<file path="src/rtl/i2c_eeprom_byte_access_master_defines.svh">
// Assertion macros shared by the I2C EEPROM byte access master RTL.
// Expects clk and arst_n in the scope of use; no other dependencies.
`ifndef I2C_EEPROM_BYTE_ACCESS_MASTER_DEFINES_SVH
`define I2C_EEPROM_BYTE_ACCESS_MASTER_DEFINES_SVH

// same-cycle implication
`define IEBA_ASSERT_SAME(lbl, ante, cons) \
	lbl: assert property (@(posedge clk) disable iff (!arst_n) (ante) |-> (cons)) \
		else $error("ieba assertion failed");

// next-cycle implication
`define IEBA_ASSERT_NEXT(lbl, ante, cons) \
	lbl: assert property (@(posedge clk) disable iff (!arst_n) (ante) |=> (cons)) \
		else $error("ieba assertion failed");

`endif

</file>
<file path="src/rtl/ieba_pkg.sv">
// Package for the I2C EEPROM byte access master: config and result structs,
// register indexes and request codes. No dependencies.
package ieba_pkg;

	localparam int unsigned CFG_IDX_W  = 3;
	localparam int unsigned CFG_DATA_W = 24;

	localparam logic [CFG_IDX_W-1:0] REG_WIDE_ADDRESS      = 3'd0;
	localparam logic [CFG_IDX_W-1:0] REG_DEVICE_WRITE_BYTE = 3'd1;
	localparam logic [CFG_IDX_W-1:0] REG_HALF_PERIOD_TICKS = 3'd2;
	localparam logic [CFG_IDX_W-1:0] REG_ACK_TIMEOUT       = 3'd3;
	localparam logic [CFG_IDX_W-1:0] REG_WRITE_WAIT_TICKS  = 3'd4;

	localparam logic [1:0] REQ_TICK  = 2'd0;
	localparam logic [1:0] REQ_READ  = 2'd1;
	localparam logic [1:0] REQ_WRITE = 2'd2;

	typedef struct packed {
		logic        wide_address;
		logic [7:0]  device_write_byte;
		logic [15:0] half_period_ticks;
		logic [7:0]  ack_timeout;
		logic [23:0] write_wait_ticks;
	} cfg_t;

	typedef struct packed {
		logic       scl_out;
		logic       sda_out;
		logic       sda_drive;
		logic       busy_res;
		logic       done_res;
		logic [7:0] read_data;
		logic       ack_error;
	} res_t;

endpackage

</file>
<file path="src/rtl/i2c_eeprom_byte_access_master.sv">
// Top level of the I2C EEPROM byte access master: config registers, bus
// sequencer and result register. Depends on ieba_pkg, ieba_cfg, ieba_seq.
//
// Single-byte random read/write master for 24Cxx-type EEPROMs. Each input
// word is one tick: req_type 1 or 2 starts a read or write when idle, and
// every word advances the bus by one step, with the SCL half period set in
// ticks by half_period_ticks. Each input word yields one result word with
// the SCL/SDA levels, busy, a one-word done pulse, the last byte read and
// ack_error on a timed-out acknowledge. One word is taken per clock cycle,
// and the result is registered: the whole step of the sequencer is computed
// combinationally from the state registers and lands in the result register, and
// the input stalls only while a result word is held by result_stall.
// Configuration writes are always ready and take effect on the next word.
module i2c_eeprom_byte_access_master (
	input  logic                            clk,
	input  logic                            arst_n,
	input  logic                            cfg_valid,
	output logic                            cfg_ready,
	input  logic [ieba_pkg::CFG_IDX_W-1:0]  cfg_index,
	input  logic [ieba_pkg::CFG_DATA_W-1:0] cfg_data,
	input  logic                            item_valid,
	output logic                            item_stall,
	input  logic [1:0]                      req_type,
	input  logic [15:0]                     mem_addr,
	input  logic [7:0]                      write_data,
	input  logic                            sda_in,
	output logic                            result_valid,
	input  logic                            result_stall,
	output logic                            scl_out,
	output logic                            sda_out,
	output logic                            sda_drive,
	output logic                            busy_res,
	output logic                            done_res,
	output logic [7:0]                      read_data,
	output logic                            ack_error
);
	import ieba_pkg::*;

	cfg_t cfg;
	res_t res_next, res_q;
	logic res_valid_q;
	logic accept;

	assign item_stall = res_valid_q & result_stall;
	assign accept     = item_valid & ~item_stall;

	ieba_cfg u_cfg (
		.clk       (clk),
		.arst_n    (arst_n),
		.cfg_valid (cfg_valid),
		.cfg_ready (cfg_ready),
		.cfg_index (cfg_index),
		.cfg_data  (cfg_data),
		.cfg       (cfg)
	);

	ieba_seq u_seq (
		.clk        (clk),
		.arst_n     (arst_n),
		.step_en    (accept),
		.req_type   (req_type),
		.mem_addr   (mem_addr),
		.write_data (write_data),
		.sda_in     (sda_in),
		.cfg        (cfg),
		.res        (res_next)
	);

	always_ff @(posedge clk or negedge arst_n) begin
		if (!arst_n) begin
			res_valid_q <= 1'b0;
		end else if (accept) begin
			res_valid_q <= 1'b1;
		end else if (!result_stall) begin
			res_valid_q <= 1'b0;
		end
	end

	always_ff @(posedge clk) begin
		if (accept) begin
			res_q <= res_next;
		end
	end

	assign result_valid = res_valid_q;
	assign scl_out      = res_q.scl_out;
	assign sda_out      = res_q.sda_out;
	assign sda_drive    = res_q.sda_drive;
	assign busy_res     = res_q.busy_res;
	assign done_res     = res_q.done_res;
	assign read_data    = res_q.read_data;
	assign ack_error    = res_q.ack_error;

`include "i2c_eeprom_byte_access_master_defines.svh"

	`IEBA_ASSERT_NEXT(a_accept_gives_result, accept, result_valid)
	`IEBA_ASSERT_SAME(a_done_not_busy, result_valid && done_res, !busy_res)
	`IEBA_ASSERT_SAME(a_err_with_done, result_valid && ack_error, done_res)
	`IEBA_ASSERT_SAME(a_released_high, result_valid && !sda_drive, sda_out)

endmodule

</file>
<file path="src/rtl/ieba_cfg.sv">
// Configuration register file of the I2C EEPROM byte access master.
// Depends on ieba_pkg.
module ieba_cfg (
	input  logic                             clk,
	input  logic                             arst_n,
	input  logic                             cfg_valid,
	output logic                             cfg_ready,
	input  logic [ieba_pkg::CFG_IDX_W-1:0]   cfg_index,
	input  logic [ieba_pkg::CFG_DATA_W-1:0]  cfg_data,
	output ieba_pkg::cfg_t                   cfg
);
	import ieba_pkg::*;

	cfg_t cfg_q;

	assign cfg_ready = 1'b1;
	assign cfg       = cfg_q;

	always_ff @(posedge clk or negedge arst_n) begin
		if (!arst_n) begin
			cfg_q.wide_address      <= 1'b0;
			cfg_q.device_write_byte <= 8'hA0;
			cfg_q.half_period_ticks <= 16'd500;
			cfg_q.ack_timeout       <= 8'd250;
			cfg_q.write_wait_ticks  <= 24'd250000;
		end else if (cfg_valid && cfg_ready) begin
			unique case (cfg_index)
				REG_WIDE_ADDRESS:      cfg_q.wide_address      <= cfg_data[0];
				REG_DEVICE_WRITE_BYTE: cfg_q.device_write_byte <= cfg_data[7:0];
				REG_HALF_PERIOD_TICKS: cfg_q.half_period_ticks <= cfg_data[15:0];
				REG_ACK_TIMEOUT:       cfg_q.ack_timeout       <= cfg_data[7:0];
				REG_WRITE_WAIT_TICKS:  cfg_q.write_wait_ticks  <= cfg_data[23:0];
				default: ;
			endcase
		end
	end

endmodule

</file>
<file path="src/rtl/ieba_seq.sv">
// Bus sequencer of the I2C EEPROM byte access master: state registers and
// the one-tick step. Depends on ieba_pkg.
module ieba_seq (
	input  logic           clk,
	input  logic           arst_n,
	input  logic           step_en,
	input  logic [1:0]     req_type,
	input  logic [15:0]    mem_addr,
	input  logic [7:0]     write_data,
	input  logic           sda_in,
	input  ieba_pkg::cfg_t cfg,
	output ieba_pkg::res_t res
);
	import ieba_pkg::*;

	typedef enum logic [4:0] {
		PH_IDLE, PH_START1, PH_DEV, PH_DEV_ACK, PH_AHI, PH_AHI_ACK, PH_ALO, PH_ALO_ACK,
		PH_DATA, PH_DATA_ACK, PH_START2, PH_RDEV, PH_RDEV_ACK, PH_RX, PH_NACK,
		PH_STOP, PH_STOP_ERR, PH_WWAIT
	} phase_t;

	function automatic logic is_ack(input phase_t p);
		return p == PH_DEV_ACK || p == PH_AHI_ACK || p == PH_ALO_ACK ||
		       p == PH_DATA_ACK || p == PH_RDEV_ACK;
	endfunction

	function automatic logic is_tx(input phase_t p);
		return p == PH_DEV || p == PH_AHI || p == PH_ALO || p == PH_DATA || p == PH_RDEV;
	endfunction

	phase_t      phase_q, n_phase, tgt, ack_next, tx_next;
	logic [3:0]  bc_q, n_bc;
	logic [7:0]  shift_q, n_shift;
	logic [15:0] td_q, n_td, td_inc, hp;
	logic [7:0]  awc_q, n_awc;
	logic [15:0] held_addr_q, n_held_addr;
	logic [7:0]  held_data_q, n_held_data;
	logic        is_read_q, n_is_read;
	logic [7:0]  last_q, n_last;
	logic [23:0] wwc_q, n_wwc, wwc_dec;
	logic [7:0]  dev_b;
	logic        do_enter, do_finish, end_flag, err_flag;

	assign hp     = (cfg.half_period_ticks == 16'd0) ? 16'd1 : cfg.half_period_ticks;
	assign td_inc = td_q + 16'd1;
	assign wwc_dec = (wwc_q != 24'd0) ? wwc_q - 24'd1 : 24'd0;
	assign dev_b  = cfg.device_write_byte +
		(cfg.wide_address ? 8'd0 : {4'd0, held_addr_q[10:8], 1'b0});

	always_comb begin
		unique case (phase_q)
			PH_DEV_ACK:  ack_next = cfg.wide_address ? PH_AHI : PH_ALO;
			PH_AHI_ACK:  ack_next = PH_ALO;
			PH_ALO_ACK:  ack_next = is_read_q ? PH_START2 : PH_DATA;
			PH_DATA_ACK: ack_next = PH_STOP;
			default:     ack_next = PH_RX;
		endcase
		unique case (phase_q)
			PH_DEV:  tx_next = PH_DEV_ACK;
			PH_AHI:  tx_next = PH_AHI_ACK;
			PH_ALO:  tx_next = PH_ALO_ACK;
			PH_DATA: tx_next = PH_DATA_ACK;
			default: tx_next = PH_RDEV_ACK;
		endcase
	end

	always_comb begin
		n_phase     = phase_q;
		n_bc        = bc_q;
		n_shift     = shift_q;
		n_td        = td_q;
		n_awc       = awc_q;
		n_held_addr = held_addr_q;
		n_held_data = held_data_q;
		n_is_read   = is_read_q;
		n_last      = last_q;
		n_wwc       = wwc_q;
		do_enter    = 1'b0;
		do_finish   = 1'b0;
		err_flag    = 1'b0;
		tgt         = PH_IDLE;

		if (phase_q == PH_IDLE) begin
			if (req_type == REQ_READ || req_type == REQ_WRITE) begin
				n_held_addr = mem_addr;
				n_held_data = write_data;
				n_is_read   = (req_type == REQ_READ);
				do_enter    = 1'b1;
				tgt         = PH_START1;
			end
		end else if (phase_q == PH_WWAIT) begin
			n_wwc = wwc_dec;
			if (wwc_dec == 24'd0)
				do_finish = 1'b1;
		end else if (is_ack(phase_q) && bc_q >= 4'd2) begin
			if (!sda_in) begin
				do_enter = 1'b1;
				tgt      = ack_next;
			end else if (awc_q >= cfg.ack_timeout) begin
				do_enter = 1'b1;
				tgt      = PH_STOP_ERR;
			end else begin
				n_awc = awc_q + 8'd1;
			end
		end else if (td_inc < hp) begin
			n_td = td_inc;
		end else begin
			n_td = 16'd0;
			priority if (phase_q == PH_START1 || phase_q == PH_START2) begin
				if (bc_q < 4'd2) begin
					n_bc = bc_q + 4'd1;
				end else begin
					do_enter = 1'b1;
					tgt      = (phase_q == PH_START1) ? PH_DEV : PH_RDEV;
				end
			end else if (is_tx(phase_q)) begin
				if (bc_q[0])
					n_shift = {shift_q[6:0], 1'b0};
				if (bc_q == 4'd15) begin
					do_enter = 1'b1;
					tgt      = tx_next;
				end else begin
					n_bc = bc_q + 4'd1;
				end
			end else if (is_ack(phase_q)) begin
				n_bc = bc_q + 4'd1;
			end else if (phase_q == PH_RX) begin
				if (bc_q[0])
					n_shift = {shift_q[6:0], sda_in};
				if (bc_q == 4'd15) begin
					n_last   = n_shift;
					do_enter = 1'b1;
					tgt      = PH_NACK;
				end else begin
					n_bc = bc_q + 4'd1;
				end
			end else if (phase_q == PH_NACK) begin
				if (bc_q < 4'd1) begin
					n_bc = bc_q + 4'd1;
				end else begin
					do_enter = 1'b1;
					tgt      = PH_STOP;
				end
			end else if (phase_q == PH_STOP || phase_q == PH_STOP_ERR) begin
				if (bc_q < 4'd2) begin
					n_bc = bc_q + 4'd1;
				end else if (phase_q == PH_STOP_ERR) begin
					do_finish = 1'b1;
					err_flag  = 1'b1;
				end else if (is_read_q || cfg.write_wait_ticks == 24'd0) begin
					do_finish = 1'b1;
				end else begin
					do_enter = 1'b1;
					tgt      = PH_WWAIT;
					n_wwc    = cfg.write_wait_ticks;
				end
			end else begin
				do_finish = 1'b1;
			end
		end

		if (do_enter) begin
			n_phase = tgt;
			n_bc    = 4'd0;
			n_td    = 16'd0;
			unique case (tgt)
				PH_DEV:  n_shift = dev_b;
				PH_AHI:  n_shift = held_addr_q[15:8];
				PH_ALO:  n_shift = held_addr_q[7:0];
				PH_DATA: n_shift = held_data_q;
				PH_RDEV: n_shift = dev_b + 8'd1;
				PH_RX:   n_shift = 8'd0;
				default: ;
			endcase
			if (is_ack(tgt))
				n_awc = 8'd0;
		end
		if (do_finish) begin
			n_phase = PH_IDLE;
			n_bc    = 4'd0;
			n_td    = 16'd0;
		end
		end_flag = do_finish;
	end

	// bus levels after this tick
	always_comb begin
		res.scl_out   = 1'b1;
		res.sda_out   = 1'b1;
		res.sda_drive = 1'b0;
		unique case (n_phase)
			PH_START1, PH_START2: begin
				res.scl_out   = (n_bc != 4'd0);
				res.sda_out   = (n_bc < 4'd2);
				res.sda_drive = 1'b1;
			end
			PH_DEV, PH_AHI, PH_ALO, PH_DATA, PH_RDEV: begin
				res.scl_out   = n_bc[0];
				res.sda_out   = n_shift[7];
				res.sda_drive = 1'b1;
			end
			PH_DEV_ACK, PH_AHI_ACK, PH_ALO_ACK, PH_DATA_ACK, PH_RDEV_ACK: begin
				res.scl_out = (n_bc != 4'd0);
			end
			PH_RX: begin
				res.scl_out = n_bc[0];
			end
			PH_NACK: begin
				res.scl_out   = n_bc[0];
				res.sda_drive = 1'b1;
			end
			PH_STOP, PH_STOP_ERR: begin
				res.scl_out   = (n_bc != 4'd0);
				res.sda_out   = (n_bc >= 4'd2);
				res.sda_drive = 1'b1;
			end
			default: ;
		endcase
		res.busy_res  = (n_phase != PH_IDLE);
		res.done_res  = end_flag;
		res.read_data = n_last;
		res.ack_error = end_flag & err_flag;
	end

	always_ff @(posedge clk or negedge arst_n) begin
		if (!arst_n) begin
			phase_q     <= PH_IDLE;
			bc_q        <= 4'd0;
			shift_q     <= 8'd0;
			td_q        <= 16'd0;
			awc_q       <= 8'd0;
			held_addr_q <= 16'd0;
			held_data_q <= 8'd0;
			is_read_q   <= 1'b0;
			last_q      <= 8'd0;
			wwc_q       <= 24'd0;
		end else if (step_en) begin
			phase_q     <= n_phase;
			bc_q        <= n_bc;
			shift_q     <= n_shift;
			td_q        <= n_td;
			awc_q       <= n_awc;
			held_addr_q <= n_held_addr;
			held_data_q <= n_held_data;
			is_read_q   <= n_is_read;
			last_q      <= n_last;
			wwc_q       <= n_wwc;
		end
	end

endmodule
</file>
<file path="config.mk">
export PLATFORM = sky130hd
export DESIGN_NAME = i2c_eeprom_byte_access_master
export DESIGN_NICKNAME = d
export VERILOG_FILES = /design/src/rtl/ieba_pkg.sv /design/src/rtl/i2c_eeprom_byte_access_master.sv /design/src/rtl/ieba_cfg.sv /design/src/rtl/ieba_seq.sv
export VERILOG_INCLUDE_DIRS = /design/src /design/src/rtl
export SDC_FILE = /design/constraint.sdc
export NUM_CORES = 1
export LEC_CHECK = 0
export ABC_AREA = 1
export BUFFER_PORTS_ARGS = -buffer_cell sky130_fd_sc_hd__buf_2
export CAP_MARGIN = 10
export CORE_UTILIZATION = 45
export CTS_BUF_LIST = sky130_fd_sc_hd__clkbuf_16
export CTS_CLUSTER_SIZE = 14
export DETAILED_ROUTE_END_ITERATION = 16
export PLACE_DENSITY = 0.72
export SYNTH_ARGS = -nofsm -noshare
export SYNTH_HDL_FRONTEND = slang
export SYNTH_SLANG_ARGS = --single-unit
</file>
<file path="constraint.sdc">
create_clock -name clk -period 6.6 [get_ports clk]
set_input_delay 0.66 -clock clk [delete_from_list [all_inputs] [get_ports clk]]
set_output_delay 0.66 -clock clk [all_outputs]
set_load 0.1 [all_outputs]
</file>
Word-level counts from Yosys, hierarchy flattened --
Index checks and enable logic that the tools add are counted.
Operators by class: add/sub/neg operators 6, equal/unequal tests 65, magnitude comparators 7, bitwise operators 5, muxes and demuxes 141, reduce and logical (&&, ||, !) cells 40
Operators with widths (count):
- $mux W24 | 13
- $mux W8 | 27
- $mux W16 | 7
- $eq A5 B4 Y1 const B | 21
- $mux W5 | 18
- $mux W4 | 20
- $eq A5 B3 Y1 const B | 12
- $mux W1 | 49
- $logic_not A24 Y1 | 2
- $pmux W8 S6 | 1
- $eq A5 B2 Y1 const B | 6
- $reduce_bool A24 Y1 | 1
- $sub A24 B1 Y24 const B | 1
- $ne A2 B1 Y1 const B | 11
- $pmux W5 S4 | 1
- $add A16 B1 Y16 const B | 1
- $add A8 B1 Y8 const B | 2
- $logic_not A16 Y1 | 1
- $logic_or A1 B1 Y1 | 16
- $lt A16 B16 Y1 | 1
- $pmux W4 S4 | 1
- $eq A5 B5 Y1 const B | 3
- $reduce_and A13 Y1 | 1
- $eq A5 B1 Y1 const B | 2
- other kinds (32) | 46
Word-level totals: logic and storage cells 287, bits in registers 170, output and inout bits 17

Depth between registers and ports, before layout --
Gate-level depths: netlist of the first run.
word-level depth 22, depth in mapped cells 32, mapped depth without buffers 32

Hierarchy --
A second synthesis of the first run with hierarchy kept.
Second synthesis, totals: cell total of the unflattened synthesis 1491, area, all modules 10943.0 sq um
By module, submodules not included:
- ieba_seq | seq. area each 2452.4 sq um, cells an instance 1211, instances 1, area an instance 8076.5 sq um
- ieba_cfg | seq. area each 1452.6 sq um, cells an instance 260, instances 1, area an instance 2401.1 sq um
- i2c_eeprom_byte_access_master | seq. area each 445.4 sq um, cells an instance 20, instances 1, area an instance 465.4 sq um

Worst setup path after synthesis of the first run --
Ideal clock, no wire load.
path kind reg-to-reg, start point reg u_seq.td_q[0], end point reg res_q, in the netlist sda_out, data pin, period minus slack after synthesis 4018 ps, required time 6339 ps, path slack 2582 ps, path buffers 0, cell stages (with the launch flop) 30, data arrival time 3757 ps, library setup time 261 ps, cell sequence dfrtp_1 -> ha_1 -> nand3_1 -> nor3_1 -> inv_1 -> nor2_1 -> inv_1 -> nor4_1 -> nand3_1 -> nor3_1 -> xor2_1 -> inv_1 -> ha_1 -> nand4_1 -> nor3_1 -> nand2_1 -> nand2_1 -> nand2_1 -> o21ai_2 -> inv_2 -> nor2_2 -> nand2_2 -> inv_2 -> nor3_2 -> nand2_2 -> inv_2 -> nand3_1 -> nand2_1 -> nand2_1 -> nand3_1
RTL lines:
- start, declared | line ieba_seq.sv:34 | logic [15:0] td_q, n_td, td_inc, hp;
- start signal, assigned | line ieba_seq.sv:241 | td_q <= n_td;
- end signal, assigned | line i2c_eeprom_byte_access_master.sv:81 | res_q <= res_next;
- end, declared | line i2c_eeprom_byte_access_master.sv:40 | res_t res_next, res_q;

Worst setup path after layout of the first run --
start point reg u_seq.td_q[0], end point reg u_seq.shift_q[5]
Between the ends: word-level cells in the longest chain between the ends 9, elaborated cells between the ends (all ways) 22
Ends and longest elaborated chain:
- $add A16 B1 Y16 (*) | line ieba_seq.sv:45 | assign td_inc = td_q + 16'd1;
- $lt A16 B16 Y1 (*) | line ieba_seq.sv:105 | end else if (td_inc < hp) begin
- $mux W5 | line ieba_seq.sv:105
- $mux W5 | line ieba_seq.sv:95 | end else if (is_ack(phase_q) && bc_q >= 4'd2) begin
- $mux W5 | line ieba_seq.sv:91 | end else if (phase_q == PH_WWAIT) begin
- $mux W5 | line ieba_seq.sv:83 | if (phase_q == PH_IDLE) begin
- $eq A5 B4 Y1, or another cell as far along | line ieba_seq.sv:166 | unique case (tgt)
- $pmux W8 S6 | line ieba_seq.sv:166
- $mux W8 (*) | line ieba_seq.sv:162 | if (do_enter) begin
- end signal, assigned | line ieba_seq.sv:240 | shift_q <= n_shift;
- end, declared | line ieba_seq.sv:33 | logic [7:0] shift_q, n_shift;
Every way passes the cells marked *; elsewhere a longest branch is shown, timed or not. A chain may end at the register's enable or synchronous reset.

==> results of run 1 <==
[worst max-delay path: cells and delay by family, from the launching register on]
kind / cells / cell delay (ns)
AOI/OAI and AO/OA: 2 / 0.26
xor gates and xnor gates: 1 / 0.21
adders and majority gates: 2 / 0.49
buffers and inverters: 6 / 0.49
DFF: 1 / 0.40
and+or+nand+nor: 16 / 2.81
[layer usage]
| layer | wire (um) | share of wire | global-route usage |
|---|---|---|---|
| met1 | 12600 | 0.49 | 0.313 |
| met2 | 11700 | 0.45 | 0.354 |
| met3 | 1010 | 0.039 | 0.0322 |
| met4 | 404 | 0.016 | 0.0700 |
| met5 | 0 | 0 | 0 |
[cells in the mapped netlist, types with 12 or more instances]
cell type and count:
nand4_1 12, xor2_1 29, nor3_1 16, dfstp_2 21, o21ai_1 19, clkbuf_1 29, nand3_1 87, ha_1 34
mux2_2 19, a21oi_1 41, o22ai_1 25, o21ai_0 143, dfrtp_1 135, inv_1 194, inv_2 19, nor2_1 154
nand2_1 300, edfxtp_1 14
[cells by family after synthesis]
| logic type | Yosys count |
|---|---|
| simple gates | 631 |
| xor+xnor | 33 |
| other cells | 1 |
| mux | 29 |
| flops | 170 |
| compound gates | 265 |
| buf+inv | 253 |
| fa+ha+maj | 35 |
[cell type report]
cell class,count,share of cell area
well taps,319,0.0333
repair buffers,81,0.0365
clock buffers,18,0.0376
flip-flops and latches,170,0.363
inverters,215,0.0676
multi-input cells,994,0.450
clock inverters,14,0.0119
[where the power goes]
group,switching (mW),internal (mW)
sequential,0.254,1.42
combinational,1.77,0.823
clock,0.438,0.580
total,2.46,2.82
[registers in the layout, summed over array words and instances, names as in the netlist]
| register | count |
|---|---|
| result_valid | 1 |
| u_seq.phase_q | 5 |
| u_seq.held_data_q | 8 |
| u_seq.last_q | 8 |
| u_cfg.cfg | 57 |
| read_data | 8 |
| scl_out | 1 |
| busy_res | 1 |
| u_seq.wwc_q | 24 |
| u_seq.td_q | 16 |
| done_res | 1 |
| u_seq.held_addr_q | 16 |
| u_seq.is_read_q | 1 |
| ack_error | 1 |
| u_seq.shift_q | 8 |
| sda_drive | 1 |
| u_seq.bc_q | 4 |
| sda_out | 1 |
| u_seq.awc_q | 8 |
[worst max-delay path by stage]
stage,start,endpoint,cells after the start
6_report,u_seq.td_q[0]$_DFFE_PN0P_,u_seq.shift_q[5]$_DFFE_PN0P_,27
4_1_cts,u_seq.td_q[0]$_DFFE_PN0P_,u_seq.wwc_q[1]$_DFFE_PN0P_,21
2_1_floorplan,u_seq.td_q[0]$_DFFE_PN0P_,sda_out$_DFFE_PP_,29
5_1_grt,u_seq.td_q[0]$_DFFE_PN0P_,u_seq.td_q[10]$_DFFE_PN0P_,24
3_3_place_gp,u_seq.td_q[0]$_DFFE_PN0P_,sda_out$_DFFE_PP_,25
3_5_place_dp,u_seq.td_q[0]$_DFFE_PN0P_,sda_out$_DFFE_PP_,25
[per-stage QoR]
step	utilization	cell area, sq um	hold WS [ns]	cells
3_5_place_dp	0.486	11400	0.476	1778
2_1_floorplan	-	10700	0.364	1417
6_report	0.512	12000	0.314	1811
4_1_cts	0.511	12000	0.360	1810
5_1_grt	0.512	12000	0.399	1811
3_3_place_gp	0.486	11400	0.469	1778
==> run_results.csv, run 1 <==
group,metric,value,unit
outcome,outcome,"completed",
sta,tightest_slew,1.02,ns
critical_path,cp-end-kind,"register",
critical_path,reg2reg_depth,27,
route,dr.first_iter.drc_count,725,
clock_tree,post_cts_resized,0,
sta,final-max-slew-violation-count,0,
clock_tree,clkTransAtPathRegs,0.07,ns
critical_path,cp_data_arrival_time,5.10,ns
sta,setup_viol_count_final,0,
sta,setup_ws,1.80,ns
place,port_buffers,74,
clock_tree,cts.path.max_buffers,2,
global_routing,grt_pass1_wl,43400,um
min_path,hp-class,"primary input to asynchronous set/reset pin",
pwr,p_leak,5.80,nW
global_routing,antenna_found_initial,0,
sta,hold_violations,0,
global_routing,grt_overflow,0,
global_routing,grt_pass1_vias,8871,
synth,yosysTopAreaCellShare,0.316,
route,routed_via_density,5.15,
synth,synth_mux_area_frac,0.0294,
clock_tree,postCtsSetupBuffers,0,
sta,clock.fmax,208,MHz
synth,synth_nets,1511,
critical_path,worst_path_max_delay_cell,"dfrtp_1",
clock_tree,clock-sinks,170,
critical_path,reg2reg_setup_slack,1.80,ns
synth,synth_xor_area_frac,0.0270,
die,dieWidth,156,um
sta,rsz0062_at_grt,"false",
synth,yosysWarnings,0,
cells_and_area,ff_latch_area,4350,sq um
global_routing,grt.total_usage,0.223,
synth,synth_fa_ha_area_frac,0.0416,
critical_path,crit_top_cell,"nor3_1",
cells_and_area,multi_input_area,5390,sq um
synth,synth-seq-cells,170,
cells_and_area,areaGrowthSynthToFinish,11.9,%
synth,yosys-top-cells-area,"dfrtp_1, nand2_1, inv_1, o21ai_0, nor2_1",
die,core_area,23400,sq um
place,place_worst_setup_slack,1.85,ns
critical_path,reg2reg_to,"u_seq.shift_q[5]$_DFFE_PN0P_",
sta,period_needed,4.80,ns
critical_path,crit_fanout,8,
synth,synth_top_family_by_area,"simple AND/OR/NAND/NOR gates",
pwr,power.total,5.28,mW
cells_and_area,final_cell_mix,"nand2_1, inv_1, nor2_1",
route,wl_per_cell,14.2,um
flow_run,max_cap_violations,0,
sta,max_slew_margin,0.318,
route,routed_wl,25700,um
sta,setup_tns,0,ns
critical_path,crit_path_max_incr_delay,0.40,ns
critical_path,r2r_start,"u_seq.td_q[0]$_DFFE_PN0P_",
synth,syn_area,10700,sq um
pwr,power.density,441,nW/um^2
sta,finClkSkew,0.0153,ns
synth,synth-simple-area-share,0.266,
clock_tree,cts_tree,"built",
route,drt.antenna.violating_nets,0,
synth,synth_top_cell_by_area,"dfrtp_1",
pwr,peakVddDrop,0.000186,V
die,die_h,156,um
die,ios,76,
die,start_util,0.457,
synth,yosysUniqueCellTypes,57,
clock_tree,numCtsBuffers,17,
route,drc_errors,0,
clock_tree,clock-root-buffer,"clkbuf_16",
clock_tree,hold_buffers,0,
clock_tree,htree_levels,4,
synth,synth_edf_count,14,
sta,timing.final.crit_share,0.727,
critical_path,crit_path_start_kind,"register",
synth,synthFlopType,"dfrtp_1",
cells_and_area,nFillCells,2304,
synth,synthArstFlopShare,0.918,
route,vias,9324,
critical_path,criticalPathCategory,"register to register",
place,routabilityCongestion,0.929,
route,first_pass_iters,5,
die,die_area,24400,sq um
die,std_cell_rows,56,
cells_and_area,layout-drive-gt1-share,0.154,
critical_path,cp.required,6.91,ns
synth,netlist_instances,1417,
synth,avgSynthCellArea,7.55,sq um
global_routing,grt_max_degree,99,
cells_and_area,diodes,0,
cells_and_area,fin_nets,1573,
place,place_hpwl,19100,um
clock_tree,insertion_delay,0.44,ns
synth,synth_compound_area_frac,0.138,
synth,yosysSeqAreaShare,0.407,
cells_and_area,layout_commonest_cell,"nand2_1",
(Power assumes the default switching activity.)
==> run 2, diff against run 1 <==
Settings changed: ABC_AREA 1 to 0, PLACE_DENSITY 0.72 to 0.75.
Clock period 6.6 ns to 4.2 ns, I/O delays scaled along.
==> run_results.csv, run 2 <==
group,metric,value,unit
outcome,outcome,"finished with violations",
outcome,violations,"negative setup slack",
synth,synthArstFlopShare,0.918,
critical_path,crit_chain,"ha_2, and3_4, and3_4, nand2_2, nor2_2, and3_4, nand3_4, xnor2_4, ha_4, nand4_1, or3_4, a211oi_4, nor3_4, buf_12, mux2i_2, buf_4, nand3_1, nor2_4, a31oi_1, or4b_1",
pwr,p_int,4.43,mW
sta,rsz0062_at_grt,"true",
global_routing,grt_pass1_vias,9216,
die,core_area,23600,sq um
sta,tightest_slew,0.971,ns
pwr,netSwitchingFraction,0.408,
critical_path,cp_data_arrival_time,4.67,ns
clock_tree,hold_buffers,0,
clock_tree,clock-root-buffer,"clkbuf_16",
clock_tree,cts_tree,"built",
pwr,power_frac_comb,0.467,
critical_path,reg2reg_to,"sda_out$_DFFE_PP_",
synth,yosys-top-cells-area,"dfrtp_1, mux2_2, dfstp_2, o21ai_0, ha_1",
place,routabilityCongestion,0.925,
sta,setup_tns,-2.94,ns
synth,yosysUniqueCellTypes,101,
die,die_area,24800,sq um
cells_and_area,areaGrowthSynthToFinish,23.8,%
critical_path,criticalPathCategory,"register to register",
critical_path,crit_path_max_incr_delay,0.50,ns
synth,synth_commonest_cells,"dfrtp_1, nand2_1, o21ai_0",
place,place_worst_setup_slack,-0.355,ns
die,std_cell_rows,56,
route,wl_met2,14500,um
cells_and_area,layout_commonest_cell,"dfrtp_1",
flow_run,max_cap_violations,0,
critical_path,critical_path.top_delay_family,"simple AND/OR/NAND/NOR gates",
synth,synth_mux_area_frac,0.0985,
sta,setup_viol_count_final,23,
pwr,power.switching,3.05,mW
synth,synth-simple-area-share,0.195,
sta,finClkSkew,0.0168,ns
critical_path,r2r_start,"u_seq.td_q[0]$_DFFE_PN0P_",
critical_path,crit_top_cell,"and3_4",
global_routing,grt_pass1_wl,48100,um
pwr,power.total,7.48,mW
cells_and_area,layout-drive-gt1-share,0.332,
synth,synth_compound_area_frac,0.186,
sta,timing.final.crit_share,1.07,
pwr,power.density,556,nW/um^2
clock_tree,clkTransAtPathRegs,0.07,ns
critical_path,critPathBufInv,2,
sta,holdWs,0.0517,ns
route,routed_via_density,5.88,
synth,yosysTopAreaCellShare,0.311,
synth,synth-seq-cells,170,
die,dieWidth,157,um
pwr,seq_power_share,0.341,
clock_tree,htree_levels,4,
cells_and_area,final_util,0.570,
synth,synth_top_family_by_area,"simple AND/OR/NAND/NOR gates",
global_routing,grt_max_degree,99,
synth,yosysSeqAreaShare,0.400,
route,routed_wl,30600,um
route,drt-met1-wl,13400,um
cells_and_area,final_cell_mix,"dfrtp_1, buf_4, nand2_1",
synth,yosysWarnings,0,
sta,setup_ws,-0.295,ns
place,port_buffers,74,
route,drt.antenna.violating_nets,0,
global_routing,grt_overflow,0,
route,first_pass_iters,5,
sta,clock.fmax,222,MHz
die,start_util,0.461,
cells_and_area,largest_register_ff_count,57,
synth,synth_fa_ha_area_frac,0.0410,
critical_path,cp.required,4.38,ns
min_path,hp-class,"primary input to asynchronous set/reset pin",
die,ios,76,
place,place_hpwl,22000,um
clock_tree,numCtsBuffers,17,
critical_path,worst_path_max_delay_cell,"or4b_1",
route,top_layer_used,"met4",
pwr,p_leak,5.85,nW
global_routing,grt.total_usage,0.249,
pwr,pwr-share-clk,0.192,
clock_tree,insertion_delay,0.43,ns
synth,avgSynthCellArea,9.35,sq um
critical_path,reg2reg_depth,20,
route,vias,9744,
sta,period_needed,4.50,ns
route,drc_errors,0,
clock_tree,clock-sinks,170,
synth,synth_most_common_cell,"dfrtp_1",
route,wl_met3,1880,um
route,dr.first_iter.drc_count,1048,
cells_and_area,nFillCells,2022,
synth,synth_xor_area_frac,0.0346,
synth,synth_edf_count,14,
synth,synth_nets,1257,
pwr,peakVddDrop,0.000407,V
critical_path,reg2reg_setup_slack,-0.30,ns
sta,final-max-slew-violation-count,0,
global_routing,antenna_found_initial,0,
route,wl_per_cell,18.5,um
critical_path,cp-end-kind,"register",
critical_path,crit_path_start_kind,"register",
synth,syn_area,10900,sq um
die,die_h,157,um
cells_and_area,fin_nets,1418,
clock_tree,cts.path.max_buffers,2,
synth,netlist_instances,1163,
synth,synthFlopType,"dfrtp_1",
sta,hold_violations,0,
cells_and_area,diodes,0,
sta,max_slew_margin,0.353,
critical_path,crit_fanout,6,
synth,synth_top_cell_by_area,"dfrtp_1",
## run 2: logic make-up (layout without fill, tap and decap cells)
kind of cell	Yosys count	after routing
AOI/OAI and AO/OA	308	308
xor gates and xnor gates	43	43
adders and majority gates	35	35
buffers and inverters	112	286
DFF	170	170
muxes	97	97
other	1	1
and+or+nand+nor	397	397
## run 2: final cells by class
cell class,instances,area [sq um],area share
clock buffer,18,450,0.0334
inverter,48,180,0.0134
sequential,170,4350,0.323
tap,319,399,0.0296
timing repair buffer,206,1480,0.110
multi-input combinational,881,6540,0.486
clock inverter,14,70.1,0.00520
## run 2: how the worst max path moves through the flow
stage / start / end / slack (ns) / depth (start not counted)
after detailed placement: u_seq.td_q[0]$_DFFE_PN0P_ / sda_out$_DFFE_PP_ / -0.36 / 18
after global placement: u_seq.td_q[0]$_DFFE_PN0P_ / sda_out$_DFFE_PP_ / -0.26 / 18
after global routing: u_seq.td_q[0]$_DFFE_PN0P_ / sda_out$_DFFE_PP_ / -0.53 / 21
final: u_seq.td_q[0]$_DFFE_PN0P_ / sda_out$_DFFE_PP_ / -0.30 / 20
after floorplan: u_seq.td_q[0]$_DFFE_PN0P_ / sda_out$_DFFE_PP_ / -0.31 / 20
after CTS: u_seq.td_q[0]$_DFFE_PN0P_ / sda_out$_DFFE_PP_ / -0.25 / 19
## run 2: through the flow
step	instance area, sq um	std cells
global placement	12300	1603
floorplan	11000	1163
global route	13500	1656
CTS	12900	1641
detailed placement	12300	1603
finish	13500	1656
## run 2: metal layers
layer | vias to the layer above | track usage
met1 | 4708 | 0.330
li1 | 4582 | -
met3 | 70 | 0.0465
met2 | 384 | 0.401
met5 | - | 0
met4 | 0 | 0.0989
## run 2: repair_timing
item                                    in CTS  in global routing
pin swaps                                    7                 36
gates resized for setup                     28                 90
setup buffers                                6                 14
endpoints found under the setup margin      23                 41
cloned                                       0                  2
## run 2: power by group through the flow
stage	clock network (mW)	logic (mW)	registers [mW]
final	1.44	3.50	2.55
after global routing	1.52	3.79	2.60
after CTS	1.46	3.23	2.53
after detailed placement	0	3.12	2.55
after global placement	0	3.04	2.54
after floorplan	0	2.14	2.55
